--- config.mk ---
export PLATFORM = sky130hd
export DESIGN_NAME = rbac_mac_access_checker_top
export DESIGN_NICKNAME = d
export VERILOG_FILES = /design/src/design/rbac_pkg.sv /design/src/design/rbac_ctrl.sv /design/src/design/rbac_dp.sv /design/src/design/rbac_mac_access_checker_top.sv
export SDC_FILE = /design/constraint.sdc
export NUM_CORES = 2
export LEC_CHECK = 0
export BUFFER_PORTS_ARGS = -buffer_cell sky130_fd_sc_hd__buf_2
export CAP_MARGIN = 5
export CORE_MARGIN = 2
export CORE_UTILIZATION = 35
export CTS_BUF_LIST = sky130_fd_sc_hd__clkbuf_4 sky130_fd_sc_hd__clkbuf_8
export DETAILED_ROUTE_END_ITERATION = 8
export PLACE_DENSITY = 0.49
export SYNTH_ARGS = -nofsm -noshare
export SYNTH_HDL_FRONTEND = slang
export SYNTH_HIERARCHICAL = 1
export SYNTH_SLANG_ARGS = --single-unit
--- constraint.sdc ---
create_clock -name clk_i -period 3.7 [get_ports clk_i]
set_input_delay 0.555 -clock clk_i [delete_from_list [all_inputs] [get_ports clk_i]]
set_output_delay 0.555 -clock clk_i [all_outputs]
set_load 0.05 [all_outputs]
--- src/design/rbac_pkg.sv ---
package rbac_pkg;

  localparam int NUM_SUBJECTS  = 16;
  localparam int NUM_RESOURCES = 64;
  localparam int SUB_IDX_W = (NUM_SUBJECTS > 1) ? $clog2(NUM_SUBJECTS) : 1;
  localparam int RES_IDX_W = (NUM_RESOURCES > 1) ? $clog2(NUM_RESOURCES) : 1;

  localparam int IN_DATA_W  = 48;
  localparam int OUT_DATA_W = 16;

  localparam logic [4:0] P_R = 5'd1;
  localparam logic [4:0] P_W = 5'd2;
  localparam logic [4:0] P_X = 5'd4;
  localparam logic [4:0] P_D = 5'd8;
  localparam logic [4:0] P_A = 5'd16;
  localparam logic [4:0] OWNER_PERMS = P_R | P_W | P_X | P_D;

  typedef enum logic [1:0] {
    CMD_ADD_SUBJ = 2'd0,
    CMD_ADD_RES  = 2'd1,
    CMD_CHECK    = 2'd2
  } cmd_e;

  typedef enum logic [2:0] {
    V_ALLOW      = 3'd0,
    V_NOT_FOUND  = 3'd1,
    V_DISABLED   = 3'd2,
    V_READ_UP    = 3'd3,
    V_WRITE_DOWN = 3'd4,
    V_LACKING    = 3'd5
  } verdict_e;

  typedef enum logic [1:0] {
    ST_IDLE   = 2'b01,
    ST_LOOKUP = 2'b10
  } state_e;

  // packed MSB first, so cmd lands in the low bits of tdata
  typedef struct packed {
    logic [4:0] req_perm;
    logic [4:0] acl_admin;
    logic [4:0] acl_manager;
    logic [4:0] acl_analyst;
    logic [4:0] acl_user;
    logic [3:0] owner_id;
    logic       disabled;
    logic [1:0] level;
    logic [3:0] role_mask;
    logic [5:0] resource_id;
    logic [3:0] subject_id;
    logic [1:0] cmd;
  } in_item_t;

  typedef struct packed {
    logic [6:0] pad;
    logic [4:0] eff_perm;
    logic [2:0] verdict;
    logic       allow;
  } out_item_t;

  typedef struct packed {
    logic [3:0] roles;
    logic [1:0] level;
    logic       disabled;
  } subj_t;

  typedef struct packed {
    logic [3:0]      owner;
    logic [1:0]      label;
    logic [3:0][4:0] acl;
  } res_t;

  typedef struct packed {
    logic accept;
    logic load_res;
  } ctrl_cmd_t;

  typedef struct packed {
    logic is_check;
  } dp_status_t;

endpackage

--- src/design/rbac_ctrl.sv ---
module rbac_ctrl (
  input  logic                clk_i,
  input  logic                rst_ni,
  input  logic                in_valid_i,
  output logic                in_ready_o,
  output logic                out_valid_o,
  input  logic                out_ready_i,
  input  rbac_pkg::dp_status_t status_i,
  output rbac_pkg::ctrl_cmd_t  cmd_o
);
  import rbac_pkg::*;

  state_e state_q, state_d;
  logic   out_valid_q, out_valid_d;
  logic   can_load;

  assign can_load = !out_valid_q || out_ready_i;

  always_comb begin
    state_d        = state_q;
    in_ready_o     = 1'b0;
    cmd_o.accept   = 1'b0;
    cmd_o.load_res = 1'b0;
    unique case (state_q)
      ST_IDLE: begin
        in_ready_o   = 1'b1;
        cmd_o.accept = in_valid_i;
        if (in_valid_i && status_i.is_check) begin
          state_d = ST_LOOKUP;
        end
      end
      ST_LOOKUP: begin
        if (can_load) begin
          cmd_o.load_res = 1'b1;
          state_d        = ST_IDLE;
        end
      end
      default: begin
        state_d = ST_IDLE;
      end
    endcase
  end

  always_comb begin
    priority if (cmd_o.load_res) begin
      out_valid_d = 1'b1;
    end else if (out_ready_i) begin
      out_valid_d = 1'b0;
    end else begin
      out_valid_d = out_valid_q;
    end
  end

  always_ff @(posedge clk_i or negedge rst_ni) begin
    if (!rst_ni) begin
      state_q     <= ST_IDLE;
      out_valid_q <= 1'b0;
    end else begin
      state_q     <= state_d;
      out_valid_q <= out_valid_d;
    end
  end

  assign out_valid_o = out_valid_q;

endmodule

--- src/design/rbac_dp.sv ---
module rbac_dp (
  input  logic                                 clk_i,
  input  logic                                 rst_ni,
  input  logic [rbac_pkg::IN_DATA_W-1:0]       in_data_i,
  output logic [rbac_pkg::OUT_DATA_W-1:0]      out_data_o,
  input  rbac_pkg::ctrl_cmd_t                  cmd_i,
  output rbac_pkg::dp_status_t                 status_o
);
  import rbac_pkg::*;

  in_item_t item;
  logic [SUB_IDX_W-1:0] sidx;
  logic [RES_IDX_W-1:0] ridx;
  logic sid_ok, rid_ok, subj_we, res_we;
  subj_t subj_wr;
  res_t  res_wr;

  subj_t subj_mem [NUM_SUBJECTS];
  res_t  res_mem  [NUM_RESOURCES];
  logic [NUM_SUBJECTS-1:0]  subj_vld_q;
  logic [NUM_RESOURCES-1:0] res_vld_q;

  subj_t      subj_rd_q;
  res_t       res_rd_q;
  logic       found_q;
  logic [3:0] sid_q;
  logic [4:0] req_q;

  logic [3:0] er;
  logic [4:0] eff;
  verdict_e   verdict;
  out_item_t  res_d, out_q;

  assign item   = in_item_t'(in_data_i);
  assign sidx   = SUB_IDX_W'(item.subject_id);
  assign ridx   = RES_IDX_W'(item.resource_id);
  assign sid_ok = int'(item.subject_id) < NUM_SUBJECTS;
  assign rid_ok = int'(item.resource_id) < NUM_RESOURCES;

  assign status_o.is_check = cmd_e'(item.cmd) == CMD_CHECK;
  assign subj_we = cmd_i.accept && cmd_e'(item.cmd) == CMD_ADD_SUBJ && sid_ok;
  assign res_we  = cmd_i.accept && cmd_e'(item.cmd) == CMD_ADD_RES && rid_ok;

  assign subj_wr = '{roles: item.role_mask, level: item.level, disabled: item.disabled};
  assign res_wr  = '{owner: item.owner_id, label: item.level,
                     acl: {item.acl_admin, item.acl_manager, item.acl_analyst, item.acl_user}};

  always_ff @(posedge clk_i) begin
    if (subj_we) begin
      subj_mem[sidx] <= subj_wr;
    end
    if (cmd_i.accept) begin
      subj_rd_q <= subj_mem[sidx];
    end
  end

  always_ff @(posedge clk_i) begin
    if (res_we) begin
      res_mem[ridx] <= res_wr;
    end
    if (cmd_i.accept) begin
      res_rd_q <= res_mem[ridx];
    end
  end

  always_ff @(posedge clk_i or negedge rst_ni) begin
    if (!rst_ni) begin
      subj_vld_q <= '0;
      res_vld_q  <= '0;
    end else begin
      if (subj_we) begin
        subj_vld_q[sidx] <= 1'b1;
      end
      if (res_we) begin
        res_vld_q[ridx] <= 1'b1;
      end
    end
  end

  always_ff @(posedge clk_i) begin
    if (cmd_i.accept) begin
      found_q <= sid_ok && rid_ok && subj_vld_q[sidx] && res_vld_q[ridx];
      sid_q   <= item.subject_id;
      req_q   <= item.req_perm;
    end
  end

  // role hierarchy: admin > manager > analyst > user
  assign er = {subj_rd_q.roles[3],
               |subj_rd_q.roles[3:2],
               |subj_rd_q.roles[3:1],
               |subj_rd_q.roles[3:0]};

  always_comb begin
    eff     = '0;
    verdict = V_ALLOW;
    priority if (!found_q) begin
      verdict = V_NOT_FOUND;
    end else if (subj_rd_q.disabled) begin
      verdict = V_DISABLED;
    end else if ((req_q & P_R) != '0 && subj_rd_q.level < res_rd_q.label) begin
      verdict = V_READ_UP;
    end else if ((req_q & P_W) != '0 && subj_rd_q.level > res_rd_q.label) begin
      verdict = V_WRITE_DOWN;
    end else begin
      if (res_rd_q.owner == sid_q) begin
        eff = OWNER_PERMS;
      end
      for (int k = 0; k < 4; k++) begin
        if (er[k]) begin
          eff = eff | res_rd_q.acl[k];
        end
      end
      verdict = ((eff & req_q) == req_q) ? V_ALLOW : V_LACKING;
    end
  end

  assign res_d = '{pad: '0, eff_perm: eff, verdict: verdict, allow: verdict == V_ALLOW};

  always_ff @(posedge clk_i) begin
    if (cmd_i.load_res) begin
      out_q <= res_d;
    end
  end

  assign out_data_o = out_q;

endmodule

--- src/design/rbac_mac_access_checker_top.sv ---
// Add subject / add resource: beats are taken back to back, no result beat.
// Check: both tables are read into registers as the beat is accepted; input is
// held off in LOOKUP until the output register is free and loads the result.
// The output register holds a result while the next beat is accepted.
// rst_ni (async, active low) clears all table valid bits and the control state.
module rbac_mac_access_checker_top (
  input  logic                                clk_i,
  input  logic                                rst_ni,
  input  logic                                s_axis_tvalid,
  output logic                                s_axis_tready,
  // cmd, subject_id, resource_id, role_mask, level, disabled, owner_id,
  // acl_user, acl_analyst, acl_manager, acl_admin, req_perm
  input  logic [rbac_pkg::IN_DATA_W-1:0]      s_axis_tdata,
  output logic                                m_axis_tvalid,
  input  logic                                m_axis_tready,
  // allow, verdict, eff_perm, zero pad
  output logic [rbac_pkg::OUT_DATA_W-1:0]     m_axis_tdata
);
  import rbac_pkg::*;

  ctrl_cmd_t  ctrl_cmd;
  dp_status_t dp_status;

  rbac_ctrl u_ctrl (
    .clk_i       (clk_i),
    .rst_ni      (rst_ni),
    .in_valid_i  (s_axis_tvalid),
    .in_ready_o  (s_axis_tready),
    .out_valid_o (m_axis_tvalid),
    .out_ready_i (m_axis_tready),
    .status_i    (dp_status),
    .cmd_o       (ctrl_cmd)
  );

  rbac_dp u_dp (
    .clk_i      (clk_i),
    .rst_ni     (rst_ni),
    .in_data_i  (s_axis_tdata),
    .out_data_o (m_axis_tdata),
    .cmd_i      (ctrl_cmd),
    .status_o   (dp_status)
  );

endmodule

==> metrics <==
post_cts resized=0; DP Cell Count=6962; die extent in x=462 um; Seq/Total Area, Yosys=77.5%; TritonCTS clock tree=yes; r2r worst-path depth=9; CP Class=register to register; worst rel slew slack=16.9%; drt initial violations=5225; Peak Freq=343 MHz; initial core utilization=35.1%; Ports=70; Buffers on Ports=62; WL final=254000 um; fin cells=7582; CTS Buf Count=335; power consumption=46200 uW; crit share post-route=78.9%; flop2flop setup slack=0.78 ns; actual slew at the worst max-slew pin=1.25 ns; CTS root buf=clkbuf_8; CTS sink cnt=1911; Post-layout nets=4573; initial antenna violation count=20; CP required=4.35 ns; Final setup viols=0; routability cong.=0.937; clk slew on worst S/H paths=0.05 ns; clk_skew=0.0864 ns; Syn Area/Cell=18.8 um2; cells after synthesis=3900; Final Hold Fails=0; R2R Path End=u_dp/res_mem[19][24]; share of layout cells above drive strength 1=32.0%; share of synthesized flip-flops with an asynchronous set or reset=4.34%; Top FF cell, synth=edfxtp_1; # hold bufs at CTS=25; hold crit path type=primary input to register; Startpoint Class=register; PwrDens=525 nW/um2; Worst setup endpoint=u_dp/res_mem[19][24]; Final Max Tran Viols=0; final instance area=88000 um2; first-pass GRT wire length=348000 um; number of warnings issued by yosys=6; DIE AREA=214000 um2; critical path data arrival time=3.57 ns; vias in the first global route=42000; Row Count=168; placed wire-length estimate=156000 um; largest net degree at the start of global routing=81; Die Span Y=462 um; Syn Std Cell Area=73500 um2; most frequent cells in the layout=1828 x edfxtp_1, 353 x clkbuf_8, 343 x buf_4; Sum Neg Setup Slack=0 ns; status=finished, final reports clean; Max FO, Critical Path=27; Crit. End Element=register; RSZ-0062 raised after global routing=false; H-tree depth=5; commonest non-fill, non-tap cell in the layout=edfxtp_1; Vias/cell=5.65; DRC viols=0; Via Count=42900; wire length per cell=33.5 um; total track usage=23.3%; synthesis-to-layout area growth=19.7%; Post-DP Area=81200 um2; max-cap viol count=0; #FFs+latches synth=1911; 1st-pass router iterations=5; EDFF count, synth=1828; clk buf depth=4; Setup Buffers After CTS=0; LEAKAGE=0.0292 uW; core box area=209000 um2; Worst-Skew Late Latency=1.05 ns; IR drop worst, VDD=0.000336 V; Netlist cell types=69; worst setup path start=u_ctrl/state_q[0]; RR Startpoint=u_ctrl/state_q[0]; GRT overflow=0; Post-DRT Antenna Nets=0; fin crit period=2.92 ns
-- critical path: stages (launching register included) --
cell	delay (ns)
dfstp_2	0.53
nor2b_2	0.14
and2_2	0.20
nand2b_1	0.11
nor2_1	0.11
buf_4	0.24
nand2_1	0.33
buf_12	0.27
nor2_4	0.07
buf_4	0.45
-- sequential cells by signal, summed over array words and instances, names as in the netlist --
name                flops
u_dp/res_mem         1664
u_dp/res_rd_q          26
u_dp/req_q              5
u_dp/found_q            1
u_dp/out_data_o         9
u_dp/subj_vld_q        16
u_dp/sid_q              4
u_dp/res_vld_q         64
u_ctrl/state_q          2
u_ctrl/out_valid_o      1
u_dp/subj_mem         112
u_dp/er                 1
u_dp/subj_rd_q          6
-- report_power, final --
group | internal, uW | switching, uW
registers | 23900 | 95.3
clock network | 10500 | 8540
logic | 1050 | 2060
-- how the worst min path moves through the flow --
stage | from | to | slack [ns] | cells after the start
final | s_axis_tdata[25] | u_dp/res_mem[38][2] | 0.12 | 1
after global routing | s_axis_tdata[22] | u_dp/res_mem[19][25] | 0.11 | 1
after CTS | s_axis_tdata[22] | u_dp/res_mem[19][25] | 0.06 | 1
after detailed placement | u_dp/res_vld_q[2] | u_dp/res_vld_q[2] | 0.45 | 1
after global placement | u_dp/res_vld_q[37] | u_dp/res_vld_q[37] | 0.45 | 1
after floorplan | rst_ni | u_ctrl/out_valid_o | 0.26 | 0
-- metal layers --
metal / global-route usage [%] / vias up / wire length (um)
met5: 0 / - / 27
met1: 33.0 / 23000 / 108000
met2: 35.3 / 2114 / 115000
met3: 4.88 / 395 / 21300
met4: 8.69 / 4 / 9390
li1: - / 17400 / -
-- cell families after synthesis --
logic type / count (synthesis) / synth area share [%]
AOI/OAI and AO/OA: 745 / 7.49
xor gates and xnor gates: 4 / 0.0477
adders and majority gates: 2 / 0.0340
buffers and inverters: 263 / 1.92
DFF: 1911 / 77.5
muxes: 481 / 9.88
other: 1 / 0.00510
and+or+nand+nor: 493 / 3.13
-- metrics by stage --
stage                     util (%)  worst slack [ns]  hold WS [ns]
after floorplan                  -           -0.0103         0.259
after global placement        38.8            -0.384         0.446
after detailed placement      38.8             0.149         0.449
after CTS                     42.1             0.746        0.0591
after global routing          42.1             0.680         0.113
final                         42.1             0.781         0.125
-- cells in the mapped netlist (8+ instances only) --
master | n | area [um2]
a211oi_1 | 18 | 135
o2bb2ai_1 | 18 | 158
a22oi_1 | 118 | 886
a31oi_1 | 13 | 81.3
o211ai_1 | 9 | 67.6
nor3_1 | 13 | 65.1
buf_1 | 20 | 75.1
nand4_1 | 12 | 75.1
edfxtp_1 | 1828 | 54900
or2_2 | 83 | 519
a221oi_1 | 194 | 1700
nand2_1 | 107 | 402
a221o_1 | 29 | 290
buf_6 | 17 | 191
nor2_1 | 210 | 788
nand2b_1 | 13 | 81.3
o22ai_1 | 74 | 463
o21ai_0 | 82 | 410
dfrtp_1 | 82 | 2050
clkbuf_1 | 76 | 285
and2_1 | 8 | 50.1
buf_2 | 97 | 485
mux2_2 | 129 | 1450
o221ai_1 | 20 | 175
buf_4 | 46 | 345
a222oi_1 | 9 | 90.1
nor2b_1 | 10 | 62.6
o22a_1 | 19 | 166
a21oi_1 | 96 | 480
mux2i_1 | 166 | 1660
mux4_2 | 182 | 4100
a22o_1 | 23 | 201
-- area by class of cell --
cell class,count,area [um2]
Fill cell,18600,121000
Sequential cell,1911,57000
Multi-Input combinational cell,1732,15700
Clock buffer,488,5870
Timing Repair Buffer,532,5250
Tap cell,2805,3510
Clock inverter,97,579
Inverter,7,35.0
Antenna cell,10,25.0
Note: power is estimated with default switching activity, not from simulation.
